$ cat src/hdl/ahx_pkg.sv
`timescale 1ns / 1ps
// ----------------------------------------------------------------------------
// ahx_pkg
// Shared types, constants and the permutation round for the Ascon
// hash / XOF sponge engine.
// ----------------------------------------------------------------------------
package ahx_pkg;

    localparam int ROUNDS        = 12;
    localparam int MAX_OUT_WORDS = 64;
    localparam int MAX_OUT_BYTES = MAX_OUT_WORDS * 8;
    localparam int HASH_BYTES    = 32;

    localparam int WORDS_W = $clog2(MAX_OUT_WORDS + 1);
    localparam int RND_W   = 4;

    localparam logic [63:0] IV_HASH = 64'h0000_0801_00cc_0002;
    localparam logic [63:0] IV_XOF  = 64'h0000_0800_00cc_0003;
    localparam logic [7:0]  PAD_BYTE = 8'h01;

    // first round constant index of a permutation
    localparam logic [RND_W-1:0] RC_START = RND_W'(16 - ROUNDS);
    localparam logic [RND_W-1:0] RND_LAST = RND_W'(ROUNDS - 1);

    // configuration register indexes
    localparam logic CFG_XOF_MODE  = 1'b0;
    localparam logic CFG_OUT_BYTES = 1'b1;

    typedef logic [4:0][63:0] t_lanes;

    typedef struct packed {
        logic             capture;
        logic             load_iv;
        logic             iv_xof;
        logic             absorb_full;
        logic             absorb_pad;
        logic             xor_one;
        logic             round_en;
        logic [RND_W-1:0] round_idx;
        logic             emit;
        logic [3:0]       emit_vb;
        logic             emit_last;
    } t_dp_cmd;

    typedef struct packed {
        logic blk_full;
    } t_dp_status;

    function automatic logic [7:0] ahx_rc(input logic [3:0] idx);
        logic [7:0] rc;
        case (idx)
            4'd0:    rc = 8'h3c;
            4'd1:    rc = 8'h2d;
            4'd2:    rc = 8'h1e;
            4'd3:    rc = 8'h0f;
            4'd4:    rc = 8'hf0;
            4'd5:    rc = 8'he1;
            4'd6:    rc = 8'hd2;
            4'd7:    rc = 8'hc3;
            4'd8:    rc = 8'hb4;
            4'd9:    rc = 8'ha5;
            4'd10:   rc = 8'h96;
            4'd11:   rc = 8'h87;
            4'd12:   rc = 8'h78;
            4'd13:   rc = 8'h69;
            4'd14:   rc = 8'h5a;
            default: rc = 8'h4b;
        endcase
        return rc;
    endfunction

    function automatic logic [63:0] rotr(input logic [63:0] x, input int n);
        return (x >> n) | (x << (64 - n));
    endfunction

    // low c bytes set; c of 8 or more selects the whole word
    function automatic logic [63:0] byte_mask(input logic [3:0] c);
        logic [63:0] m;
        for (int j = 0; j < 8; j++) begin
            m[8*j +: 8] = (4'(j) < c) ? 8'hff : 8'h00;
        end
        return m;
    endfunction

    function automatic t_lanes ahx_round(input t_lanes s, input logic [7:0] rc);
        logic [63:0] x0, x1, x2, x3, x4;
        logic [63:0] t0, t1, t2, t3, t4;
        t_lanes      r;
        x0 = s[0];
        x1 = s[1];
        x2 = s[2] ^ {56'd0, rc};
        x3 = s[3];
        x4 = s[4];
        // substitution layer
        x0 = x0 ^ x4;
        x4 = x4 ^ x3;
        x2 = x2 ^ x1;
        t0 = ~x1 & x2;
        t1 = ~x2 & x3;
        t2 = ~x3 & x4;
        t3 = ~x4 & x0;
        t4 = ~x0 & x1;
        x0 = x0 ^ t0;
        x1 = x1 ^ t1;
        x2 = x2 ^ t2;
        x3 = x3 ^ t3;
        x4 = x4 ^ t4;
        x1 = x1 ^ x0;
        x3 = x3 ^ x2;
        x0 = x0 ^ x4;
        x2 = ~x2;
        // linear diffusion layer
        r[0] = x0 ^ rotr(x0, 19) ^ rotr(x0, 28);
        r[1] = x1 ^ rotr(x1, 61) ^ rotr(x1, 39);
        r[2] = x2 ^ rotr(x2, 1)  ^ rotr(x2, 6);
        r[3] = x3 ^ rotr(x3, 10) ^ rotr(x3, 17);
        r[4] = x4 ^ rotr(x4, 7)  ^ rotr(x4, 41);
        return r;
    endfunction

endpackage

$ cat src/hdl/ahx_blk_if.sv
`timescale 1ns / 1ps
// ----------------------------------------------------------------------------
// ahx_blk_if
// Message block channel: valid/ready with one block per transaction.
// ----------------------------------------------------------------------------
interface ahx_blk_if;
    logic        valid;
    logic        ready;
    logic [63:0] message_word;
    logic [3:0]  byte_count;
    logic        last_block;

    modport source (output valid, message_word, byte_count, last_block, input ready);
    modport sink   (input valid, message_word, byte_count, last_block, output ready);
endinterface

$ cat src/hdl/ahx_dig_if.sv
`timescale 1ns / 1ps
// ----------------------------------------------------------------------------
// ahx_dig_if
// Digest word channel: valid/ready with one output word per transaction.
// ----------------------------------------------------------------------------
interface ahx_dig_if;
    logic        valid;
    logic        ready;
    logic [63:0] digest_word;
    logic [3:0]  valid_bytes;
    logic        last_word;

    modport source (output valid, digest_word, valid_bytes, last_word, input ready);
    modport sink   (input valid, digest_word, valid_bytes, last_word, output ready);
endinterface

$ cat src/hdl/ascon_hash_xof_sponge.sv
`timescale 1ns / 1ps
// ----------------------------------------------------------------------------
// ascon_hash_xof_sponge
// Ascon-Hash256 / Ascon-XOF128 sponge engine, 64-bit rate.
// ----------------------------------------------------------------------------
// Blocks arrive on i_blk one transaction at a time; the engine takes a new
// block only when the previous one is fully processed. The permutation runs
// one round per cycle, 12 rounds per permutation. A non-final block is
// accepted, absorbed and permuted; the first block of a message adds the IV
// load and its permutation. A final block adds a padding block and its
// permutation when it is a full 8 bytes, and each output word takes a
// permutation plus the load of the output register, plus any stall on
// o_dig. The output register lets the next message start while the last
// digest word is still waiting. Configuration: index 0 is xof_mode, index 1
// is out_bytes (XOF length, 0 read as 1, capped at 512); write only while idle.
// ----------------------------------------------------------------------------
module ascon_hash_xof_sponge (
    input  logic        i_clk,
    input  logic        i_rst_n,
    input  logic        i_cfg_we,
    input  logic        i_cfg_idx,
    input  logic [9:0]  i_cfg_data,
    ahx_blk_if.sink     i_blk,
    ahx_dig_if.source   o_dig
);
    import ahx_pkg::*;

    t_dp_cmd    cmd;
    t_dp_status status;

    ahx_ctrl u_ctrl (
        .i_clk        (i_clk),
        .i_rst_n      (i_rst_n),
        .i_cfg_we     (i_cfg_we),
        .i_cfg_idx    (i_cfg_idx),
        .i_cfg_data   (i_cfg_data),
        .i_blk_valid  (i_blk.valid),
        .o_blk_ready  (i_blk.ready),
        .i_last_block (i_blk.last_block),
        .o_dig_valid  (o_dig.valid),
        .i_dig_ready  (o_dig.ready),
        .o_cmd        (cmd),
        .i_status     (status)
    );

    ahx_datapath u_datapath (
        .i_clk          (i_clk),
        .i_cmd          (cmd),
        .i_message_word (i_blk.message_word),
        .i_byte_count   (i_blk.byte_count),
        .o_status       (status),
        .o_digest_word  (o_dig.digest_word),
        .o_valid_bytes  (o_dig.valid_bytes),
        .o_last_word    (o_dig.last_word)
    );

endmodule

$ cat src/hdl/ahx_datapath.sv
`timescale 1ns / 1ps
// ----------------------------------------------------------------------------
// ahx_datapath
// Sponge state (five lanes), one permutation round per cycle, block
// holding register and the output word register.
// ----------------------------------------------------------------------------
module ahx_datapath (
    input  logic                 i_clk,
    input  ahx_pkg::t_dp_cmd     i_cmd,
    input  logic [63:0]          i_message_word,
    input  logic [3:0]           i_byte_count,
    output ahx_pkg::t_dp_status  o_status,
    output logic [63:0]          o_digest_word,
    output logic [3:0]           o_valid_bytes,
    output logic                 o_last_word
);
    import ahx_pkg::*;

    t_lanes      r_lanes;
    logic [63:0] r_msg;
    logic [3:0]  r_cnt;
    logic [63:0] r_dig;
    logic [3:0]  r_vb;
    logic        r_last;

    logic [63:0] pad_bits;

    always_comb begin
        for (int j = 0; j < 8; j++) begin
            pad_bits[8*j +: 8] = (3'(j) == r_cnt[2:0]) ? PAD_BYTE : 8'h00;
        end
    end

    assign o_status.blk_full = r_cnt[3];

    always_ff @(posedge i_clk) begin
        if (i_cmd.capture) begin
            r_msg <= i_message_word;
            r_cnt <= i_byte_count;
        end

        if (i_cmd.load_iv) begin
            // IV in lane 0, other lanes cleared
            r_lanes <= {{4{64'd0}}, (i_cmd.iv_xof ? IV_XOF : IV_HASH)};
        end else if (i_cmd.absorb_full) begin
            r_lanes[0] <= r_lanes[0] ^ r_msg;
        end else if (i_cmd.absorb_pad) begin
            // partial last block: keep its bytes, padding byte right after
            r_lanes[0] <= r_lanes[0] ^ (r_msg & byte_mask(r_cnt)) ^ pad_bits;
        end else if (i_cmd.xor_one) begin
            r_lanes[0] <= r_lanes[0] ^ {56'd0, PAD_BYTE};
        end else if (i_cmd.round_en) begin
            r_lanes <= ahx_round(r_lanes, ahx_rc(i_cmd.round_idx));
        end

        if (i_cmd.emit) begin
            r_dig  <= r_lanes[0] & byte_mask(i_cmd.emit_vb);
            r_vb   <= i_cmd.emit_vb;
            r_last <= i_cmd.emit_last;
        end
    end

    assign o_digest_word = r_dig;
    assign o_valid_bytes = r_vb;
    assign o_last_word   = r_last;

endmodule

$ cat src/hdl/ahx_ctrl.sv
`timescale 1ns / 1ps
// ----------------------------------------------------------------------------
// ahx_ctrl
// Sponge sequencer: configuration registers, block and output handshakes,
// round counter and squeeze word count.
// ----------------------------------------------------------------------------
module ahx_ctrl (
    input  logic                 i_clk,
    input  logic                 i_rst_n,
    input  logic                 i_cfg_we,
    input  logic                 i_cfg_idx,
    input  logic [9:0]           i_cfg_data,
    input  logic                 i_blk_valid,
    output logic                 o_blk_ready,
    input  logic                 i_last_block,
    output logic                 o_dig_valid,
    input  logic                 i_dig_ready,
    output ahx_pkg::t_dp_cmd     o_cmd,
    input  ahx_pkg::t_dp_status  i_status
);
    import ahx_pkg::*;

    localparam logic [2:0] S_IDLE     = 3'd0;
    localparam logic [2:0] S_IV       = 3'd1;
    localparam logic [2:0] S_PERM_IV  = 3'd2;
    localparam logic [2:0] S_ABSORB   = 3'd3;
    localparam logic [2:0] S_PERM_ABS = 3'd4;
    localparam logic [2:0] S_PAD      = 3'd5;
    localparam logic [2:0] S_PERM_SQ  = 3'd6;
    localparam logic [2:0] S_EMIT     = 3'd7;

    logic [2:0]         r_state,      n_state;
    logic [RND_W-1:0]   r_rnd,        n_rnd;
    logic               r_msg_start,  n_msg_start;
    logic               r_last,       n_last;
    logic [WORDS_W-1:0] r_words_left, n_words_left;
    logic [3:0]         r_last_vb,    n_last_vb;
    logic               r_out_valid,  n_out_valid;
    logic               r_xof;
    logic [9:0]         r_out_bytes;

    logic       accept;
    logic       rnd_done;
    logic       final_word;
    logic [9:0] total;
    logic [10:0] total_rnd;

    assign o_blk_ready = (r_state == S_IDLE);
    assign accept      = i_blk_valid && o_blk_ready;
    assign rnd_done    = (r_rnd == RND_LAST);
    assign final_word  = (r_words_left == WORDS_W'(1));
    assign o_dig_valid = r_out_valid;

    // output length in bytes, clamped to 1..MAX_OUT_BYTES in XOF mode
    always_comb begin
        if (!r_xof) begin
            total = 10'(HASH_BYTES);
        end else if (r_out_bytes == 10'd0) begin
            total = 10'd1;
        end else if (r_out_bytes > 10'(MAX_OUT_BYTES)) begin
            total = 10'(MAX_OUT_BYTES);
        end else begin
            total = r_out_bytes;
        end
        total_rnd = {1'b0, total} + 11'd7;
    end

    always_comb begin
        n_state      = r_state;
        n_rnd        = r_rnd;
        n_msg_start  = r_msg_start;
        n_last       = r_last;
        n_words_left = r_words_left;
        n_last_vb    = r_last_vb;

        o_cmd           = '0;
        o_cmd.capture   = accept;
        o_cmd.iv_xof    = r_xof;
        o_cmd.round_idx = RC_START + r_rnd;

        unique case (r_state) inside
            S_IDLE: begin
                if (accept) begin
                    n_last  = i_last_block;
                    n_state = r_msg_start ? S_IV : S_ABSORB;
                end
            end
            S_IV: begin
                o_cmd.load_iv = 1'b1;
                n_msg_start   = 1'b0;
                n_rnd         = '0;
                n_state       = S_PERM_IV;
            end
            S_ABSORB: begin
                n_rnd = '0;
                if (!r_last) begin
                    o_cmd.absorb_full = 1'b1;
                    n_state           = S_PERM_ABS;
                end else begin
                    n_msg_start  = 1'b1;
                    n_words_left = total_rnd[WORDS_W+2:3];
                    n_last_vb    = (total[2:0] == 3'd0) ? 4'd8 : {1'b0, total[2:0]};
                    if (i_status.blk_full) begin
                        // full last block, then an empty padding block
                        o_cmd.absorb_full = 1'b1;
                        n_state           = S_PERM_ABS;
                    end else begin
                        o_cmd.absorb_pad = 1'b1;
                        n_state          = S_PERM_SQ;
                    end
                end
            end
            S_PAD: begin
                o_cmd.xor_one = 1'b1;
                n_rnd         = '0;
                n_state       = S_PERM_SQ;
            end
            S_PERM_IV, S_PERM_ABS, S_PERM_SQ: begin
                o_cmd.round_en = 1'b1;
                n_rnd          = r_rnd + 1'b1;
                if (rnd_done) begin
                    n_rnd = '0;
                    case (r_state)
                        S_PERM_IV:  n_state = S_ABSORB;
                        S_PERM_ABS: n_state = r_last ? S_PAD : S_IDLE;
                        default:    n_state = S_EMIT;
                    endcase
                end
            end
            S_EMIT: begin
                if (!r_out_valid || i_dig_ready) begin
                    o_cmd.emit      = 1'b1;
                    o_cmd.emit_vb   = final_word ? r_last_vb : 4'd8;
                    o_cmd.emit_last = final_word;
                    n_words_left    = r_words_left - 1'b1;
                    n_state         = final_word ? S_IDLE : S_PERM_SQ;
                end
            end
            default: n_state = S_IDLE;
        endcase

        if (o_cmd.emit) begin
            n_out_valid = 1'b1;
        end else if (i_dig_ready) begin
            n_out_valid = 1'b0;
        end else begin
            n_out_valid = r_out_valid;
        end
    end

    always_ff @(posedge i_clk) begin
        if (!i_rst_n) begin
            r_state      <= S_IDLE;
            r_rnd        <= '0;
            r_msg_start  <= 1'b1;
            r_last       <= 1'b0;
            r_words_left <= '0;
            r_last_vb    <= 4'd8;
            r_out_valid  <= 1'b0;
            r_xof        <= 1'b0;
            r_out_bytes  <= 10'd32;
        end else begin
            r_state      <= n_state;
            r_rnd        <= n_rnd;
            r_msg_start  <= n_msg_start;
            r_last       <= n_last;
            r_words_left <= n_words_left;
            r_last_vb    <= n_last_vb;
            r_out_valid  <= n_out_valid;
            if (i_cfg_we) begin
                unique case (i_cfg_idx)
                    CFG_XOF_MODE:  r_xof       <= i_cfg_data[0];
                    CFG_OUT_BYTES: r_out_bytes <= i_cfg_data;
                    default:       ;
                endcase
            end
        end
    end

endmodule

$ cat src/flat_wrapper.sv
// flat-port wrapper written by rule: the top's interface ports become plain ports
module ascon_hash_xof_sponge_flat import ahx_pkg::*;
  (i_clk, i_rst_n, i_cfg_we, i_cfg_idx, i_cfg_data, i_blk_valid, i_blk_message_word, i_blk_byte_count, i_blk_last_block, i_blk_ready, o_dig_valid, o_dig_digest_word, o_dig_valid_bytes, o_dig_last_word, o_dig_ready);
  ahx_blk_if i_blk_i ();
  ahx_dig_if o_dig_i ();
  input  logic i_clk;
  input  logic i_rst_n;
  input  logic i_cfg_we;
  input  logic i_cfg_idx;
  input  logic [9:0] i_cfg_data;
  input wire logic [$bits(i_blk_i.valid)-1:0] i_blk_valid;
  input wire logic [$bits(i_blk_i.message_word)-1:0] i_blk_message_word;
  input wire logic [$bits(i_blk_i.byte_count)-1:0] i_blk_byte_count;
  input wire logic [$bits(i_blk_i.last_block)-1:0] i_blk_last_block;
  output wire logic [$bits(i_blk_i.ready)-1:0] i_blk_ready;
  output wire logic [$bits(o_dig_i.valid)-1:0] o_dig_valid;
  output wire logic [$bits(o_dig_i.digest_word)-1:0] o_dig_digest_word;
  output wire logic [$bits(o_dig_i.valid_bytes)-1:0] o_dig_valid_bytes;
  output wire logic [$bits(o_dig_i.last_word)-1:0] o_dig_last_word;
  input wire logic [$bits(o_dig_i.ready)-1:0] o_dig_ready;
  assign i_blk_i.valid = i_blk_valid;
  assign i_blk_i.message_word = i_blk_message_word;
  assign i_blk_i.byte_count = i_blk_byte_count;
  assign i_blk_i.last_block = i_blk_last_block;
  assign i_blk_ready = i_blk_i.ready;
  assign o_dig_valid = o_dig_i.valid;
  assign o_dig_digest_word = o_dig_i.digest_word;
  assign o_dig_valid_bytes = o_dig_i.valid_bytes;
  assign o_dig_last_word = o_dig_i.last_word;
  assign o_dig_i.ready = o_dig_ready;
  ascon_hash_xof_sponge u_core (.i_clk(i_clk), .i_rst_n(i_rst_n), .i_cfg_we(i_cfg_we), .i_cfg_idx(i_cfg_idx), .i_cfg_data(i_cfg_data), .i_blk(i_blk_i), .o_dig(o_dig_i));
endmodule
$ cat config.mk
export PLATFORM = sky130hd
export DESIGN_NAME = ascon_hash_xof_sponge_flat
export DESIGN_NICKNAME = d
export VERILOG_FILES = /design/src/hdl/ahx_pkg.sv /design/src/hdl/ahx_blk_if.sv /design/src/hdl/ahx_dig_if.sv /design/src/hdl/ascon_hash_xof_sponge.sv /design/src/hdl/ahx_datapath.sv /design/src/hdl/ahx_ctrl.sv /design/src/flat_wrapper.sv
export SDC_FILE = /design/constraint.sdc
export NUM_CORES = 2
export LEC_CHECK = 0
export BUFFER_PORTS_ARGS = -buffer_cell sky130_fd_sc_hd__buf_2
export CELL_PAD_IN_SITES_DETAIL_PLACEMENT = 0
export CELL_PAD_IN_SITES_GLOBAL_PLACEMENT = 2
export CORE_MARGIN = 1.5
export CORE_UTILIZATION = 34
export DETAILED_ROUTE_END_ITERATION = 16
export PLACE_DENSITY_LB_ADDON = 0.1
export SETUP_SLACK_MARGIN = 0.5
export SLEW_MARGIN = 20
export SYNTH_ARGS = -nofsm -noshare
export SYNTH_HDL_FRONTEND = slang
export SYNTH_SLANG_ARGS = --single-unit
$ cat constraint.sdc
create_clock -name i_clk -period 11.2 [get_ports i_clk]
set_clock_uncertainty 0.05 [all_clocks]
set_input_delay 2.24 -clock i_clk [delete_from_list [all_inputs] [get_ports i_clk]]
set_output_delay 2.24 -clock i_clk [all_outputs]
set_load 0.01 [all_outputs]
# [After elaboration in Yosys (flattened, before gate mapping)]
# Memory sizes are Yosys's and may differ from the RTL's.
# Index checks and enable logic that the tools add are counted.
[op_classes] addsub=4 mux=69 n_lt_le_gt_ge=17 eq_ne=21 n_reduce_logical=25 bitwise=53
[ops] operator="$xor A64 B64 Y64" n=23
[ops] operator="$and A64 B64 Y64" n=7
[ops] operator="$not A64 Y64" n=6
[ops] operator="$mux W320" n=1
[ops] operator="$mux W64" n=4
[ops] operator="$mux W8" n=21
[ops] operator="$or A23 B64 Y64" n=1
[ops] operator="$or A25 B64 Y64" n=1
[ops] operator="$or A3 B64 Y64" n=1
[ops] operator="$or A36 B64 Y64" n=1
[ops] operator="$or A45 B64 Y64" n=1
[ops] operator="$or A47 B64 Y64" n=1
[ops] operator="$or A54 B64 Y64" n=1
[ops] operator="$or A57 B64 Y64" n=1
[ops] operator="$or A58 B64 Y64" n=1
[ops] operator="$or A63 B64 Y64" n=1
[ops] operator="$xor A64 B57 Y64" n=1
[ops] operator="$xor A64 B8 Y64" n=1
[ops] operator="$mux W33" n=1
[ops] operator="$lt A3 B4 Y1 const A" n=8
[ops] operator="$mux W10" n=3
[ops] operator="$mux W1" n=18
[ops] operator="$mux W3" n=6
[ops] operator="$pmux W3 S6" n=1
[ops] operator="other kinds (39)" n=78
[word_totals] rom_bits=128 output_inout_bits=71 ff_bits=489 word_cells=210 mem_count=1
[memory_table] memory="(no name shown)" depth=16 word_bits=8 rd=1 rd_clocked_by_memory_dff=0 wr=0 line="ahx_pkg.sv:51" source="case (idx)"

# [Longest topological paths before layout]
[logic_depth] depth_word=22 ltp_mapped=11

# [Modules after synthesis]
# Synthesis repeated with hierarchy kept, for this count alone.
[hier_totals] cells_unflattened=3729 hier_area_um2=35512.8
[modules_own_cells] module="ahx_datapath" cells_per_inst=3481 n_inst=1 seq_area_each_um2=11160.7 area_each_um2=33567.2
[modules_own_cells] module="ahx_ctrl" cells_per_inst=248 n_inst=1 seq_area_each_um2=640.6 area_each_um2=1945.6

# [Worst setup path before layout]
# Ideal clock, no wire load.
[synth_path] path_type="input to register" startpoint="in i_blk_valid" endpoint="reg u_core.u_ctrl.r_last" setup_slack_ps=6798 setup_time_ps=128 t_arrival_ps=4225 required_time_ps=11022 n_path_buf=0 path_stages=3 path_cell_list="and2_1 > mux2i_1 > nor2_1"
[synth_between] elab_chain_len=2
[synth_lines] element="start: declaration" line="flat_wrapper.sv:11" source="input wire logic [$bits(i_blk_i.valid)-1:0] i_blk_valid;"
[synth_lines] element="$logic_and A1 B1 Y1" line="ahx_ctrl.sv:49" source="assign accept = i_blk_valid && o_blk_ready;"
[synth_lines] element="$reduce_and A2 Y1 (no source line)"
[synth_lines] element="end signal: assignment" line="ahx_ctrl.sv:166" source="r_last <= n_last;"
[synth_lines] element="end: declaration" line="ahx_ctrl.sv:35" source="logic r_last, n_last;"
# No other way between the ends.
# A chain may end at the register's enable or synchronous reset.

# [Final worst setup path]
[layout_path] startpoint="reg u_core.u_ctrl.r_state[2]" endpoint="out i_blk_ready"
[layout_between] elab_chain_len=1
[layout_lines] element="start: declaration" line="ahx_ctrl.sv:32" source="logic [2:0] r_state, n_state;"
[layout_lines] element="start signal: assignment" line="ahx_ctrl.sv:163" source="r_state <= n_state;"
[layout_lines] element="$logic_not A3 Y1" line="ahx_ctrl.sv:48" source="assign o_blk_ready = (r_state == S_IDLE);"
[layout_lines] element="end: declaration" line="flat_wrapper.sv:15" source="output wire logic [$bits(i_blk_i.ready)-1:0] i_blk_ready;"
# No other way between the ends.

==> flow_metrics.py <==
metrics = {
    "run_status": {
        "status": "complete, no violations",
    },
    "yosys": {
        "synth_top_cell_area_share_pct": 20.9,
        "synthesis.nets": 3866,
        "synth_ff_type": "dfxtp_1",
        "synthTopCellsByArea": "xnor2_1 21%, edfxtp_1 18%, dfxtp_1 17%",
        "synth-seq-cells": 489,
        "synth_edf_count": 201,
        "synth_cells": 3649,
        "syn-cell-area_sq_mm": 0.0338,
        "yosysSeqAreaShare_pct": 34.9,
        "ys_async_sr_fraction_pct": 0,
        "synth_cell_types": 60,
        "yosys_warnings": 0,
        "yosys.area.top_type": "xnor2_1",
        "avgSynthCellArea_sq_um": 9.27,
    },
    "routing": {
        "dr.pass1.iters": 5,
        "drtIter0Drc": 1974,
        "num_vias": 25800,
        "detail-route-antenna-nets": 0,
        "routed_wl_um": 145000,
        "routed_via_density": 5.03,
        "wl_per_cell_um": 28.3,
        "remaining_drc_errors": 0,
    },
    "layout": {
        "area_growth_pct": 13.2,
        "final_area_sq_mm": 0.0383,
        "fin_nets": 4002,
        "fin_util_pct": 38.9,
        "drive_gt1_share_pct": 11.4,
    },
    "place": {
        "place_area_sq_mm": 0.0361,
        "io_buffers": 155,
        "dpl.hpwl_um": 116000,
        "place_congestion": 0.985,
    },
    "worst_setup_path": {
        "path_cells": "or3_1 -> inv_1 -> buf_2",
        "critPathRequiredTime_ps": 8910,
        "crit_family": "simple AND/OR/NAND/NOR gates",
        "crit_path_max_incr_delay_ps": 570,
        "cp-start-kind": "flip-flop",
        "cp.arrival_ps": 2110,
        "cp-end-kind": "output pin",
        "worstSetupPathType": "flip-flop to output pin",
        "slowest_stage": "or3_1",
        "path_max_fanout": 20,
        "critPathBufInv": 2,
    },
    "global_routing": {
        "grt_max_degree": 84,
        "grt_pass1_wl_um": 201000,
        "grt_overflow": 0,
        "antenna_found_initial": 4,
        "gr-usage-all-layers_pct": 28.4,
        "grt_pass1_vias": 25400,
    },
    "die": {
        "die-area_sq_mm": 0.101,
        "row_count": 115,
        "initial_utilization_pct": 34.3,
        "ioPinCount": 156,
        "fp.dieW_um": 318,
        "dieHeight_um": 318,
        "coreArea_sq_mm": 0.0986,
    },
    "sta": {
        "setup_tns_ps": 0,
        "rsz0062_at_grt": "no",
        "fmax_ghz": 0.227,
        "min_period_ps": 4400,
        "whs_ps": 421,
        "finalCritPeriodShare_pct": 39.3,
        "hold_viol_final": 0,
        "max_slew_margin_pct": 15.4,
        "slew_viol_final": 0,
        "worstMarginPinSlew_ps": 1270,
        "setup_viol": 0,
    },
    "clock_network": {
        "cts.clk_slew.worst_paths_ps": 60,
        "clock_sinks": 489,
        "cts_buffers": 69,
        "root_buffer": "clkbuf_16",
        "cts_tree": "yes",
        "holdBufCountCts": 0,
        "insertion_delay_ps": 660,
        "post_cts_resized": 0,
        "post_cts_buffers": 0,
        "clock_path_buffers": 3,
        "cts_max_level": 3,
    },
    "job": {
        "maxCapViolations": 0,
    },
    "worst_hold_path": {
        "holdCritPathClass": "flip-flop to flip-flop",
    },
}
[worst register-to-register path: stages (launching register included)]
cell and delay [ps]:
dfxtp_1 840, o21ai_0 310, nand2_4 650, buf_4 800, buf_4 1100, nand2_1 160
o21ai_0 120
[kinds of logic (layout without fill, tap and decap cells)]
kind of cell	after synthesis	in the layout	share of synthesized area, %
muxes	61	61	1.80
AOI/OAI and AO/OA	618	618	9.82
xor gates and xnor gates	1281	1281	35.3
DFF	489	489	34.9
and+or+nand+nor	776	776	9.48
other	0	3	0
buffers and inverters	292	485	3.86
adders and majority gates	132	132	4.88
[final timing paths]
path | start | slack [ps] | cells past startpoint | end
max | u_core.u_ctrl.r_state[2] | 6800 | 3 | i_blk_ready
min | u_core.u_datapath.r_lanes[64] | 420 | 2 | u_core.u_datapath.r_lanes[64]
max reg2reg | u_core.u_ctrl.r_state[2] | 7110 | 6 | u_core.u_datapath.r_lanes[273]
min reg2reg | u_core.u_datapath.r_lanes[64] | 420 | 2 | u_core.u_datapath.r_lanes[64]
[through the flow]
| step | setup slack, ps | std cells |
|---|---|---|
| 2_1_floorplan | 6800 | 3649 |
| 3_3_place_gp | 6440 | 5000 |
| 3_5_place_dp | 6660 | 5001 |
| 4_1_cts | 6760 | 5129 |
| 5_1_grt | 6680 | 5129 |
| 6_report | 6800 | 5132 |
[cell usage after synthesis (all sizes together), types with 46 or more instances]
| cell | count |
|---|---|
| xnor2 | 883 |
| nand2 | 534 |
| xor2 | 397 |
| o21ai | 383 |
| dfxtp | 288 |
| edfxtp | 201 |
| a21oi | 148 |
| inv | 139 |
| ha | 132 |
| nor2 | 125 |
| buf | 82 |
| clkbuf | 70 |
| and2 | 69 |
| mux2i | 61 |
| a21boi | 46 |
[flip-flops by register name, indices dropped and copies added (netlist names)]
register / count
u_core.u_ctrl.o_dig_valid: 1
u_core.u_ctrl.r_last: 1
u_core.u_ctrl.r_last_vb: 4
u_core.u_ctrl.r_msg_start: 1
u_core.u_ctrl.r_out_bytes: 10
u_core.u_ctrl.r_rnd: 4
u_core.u_ctrl.r_state: 3
u_core.u_ctrl.r_words_left: 7
u_core.u_ctrl.r_xof: 1
u_core.u_datapath.o_digest_word: 64
u_core.u_datapath.o_last_word: 1
u_core.u_datapath.o_valid_bytes: 4
u_core.u_datapath.r_cnt: 4
u_core.u_datapath.r_lanes: 320
u_core.u_datapath.r_msg: 64
[cell usage in the layout (no fill, tap or decap), drive strengths merged, types with 4 or more instances in the layout]
master,instances
buf,217
a21boi,46
clkinv,17
nand3,13
dfxtp,288
nor2,125
a31oi,6
and2,69
ha,132
xor2,397
edfxtp,201
a21oi,148
nand2b,4
o21ai,383
inv,143
xnor2,883
nor3,10
o22ai,12
nor3b,4
o211ai,6
clkbuf,104
mux2i,61
nand2,534
[final cells by class]
| type | instances | area [sq um] |
|---|---|---|
| Sequential cell | 489 | 11800 |
| Multi-Input combinational cell | 2868 | 20900 |
| Timing Repair Buffer | 217 | 1250 |
| Clock inverter | 24 | 259 |
| Inverter | 140 | 528 |
| Fill cell | 9867 | 60300 |
| Tap cell | 1287 | 1610 |
| Antenna cell | 3 | 7.51 |
| Clock buffer | 104 | 1970 |
[metal layers]
metal	GRT usage, %	wire length (um)	part of all wire (%)	vias to the layer above
met5	0	34	0.023	-
met4	9.74	5470	3.8	6
met3	3.97	6920	4.8	163
met2	46.0	66600	46	676
met1	38.7	66400	46	12800
li1	-	-	-	12200
Power is left out: the tool's default activity adds up to more than one toggle a clock period on the data nets, which glitch-free logic cannot reach.
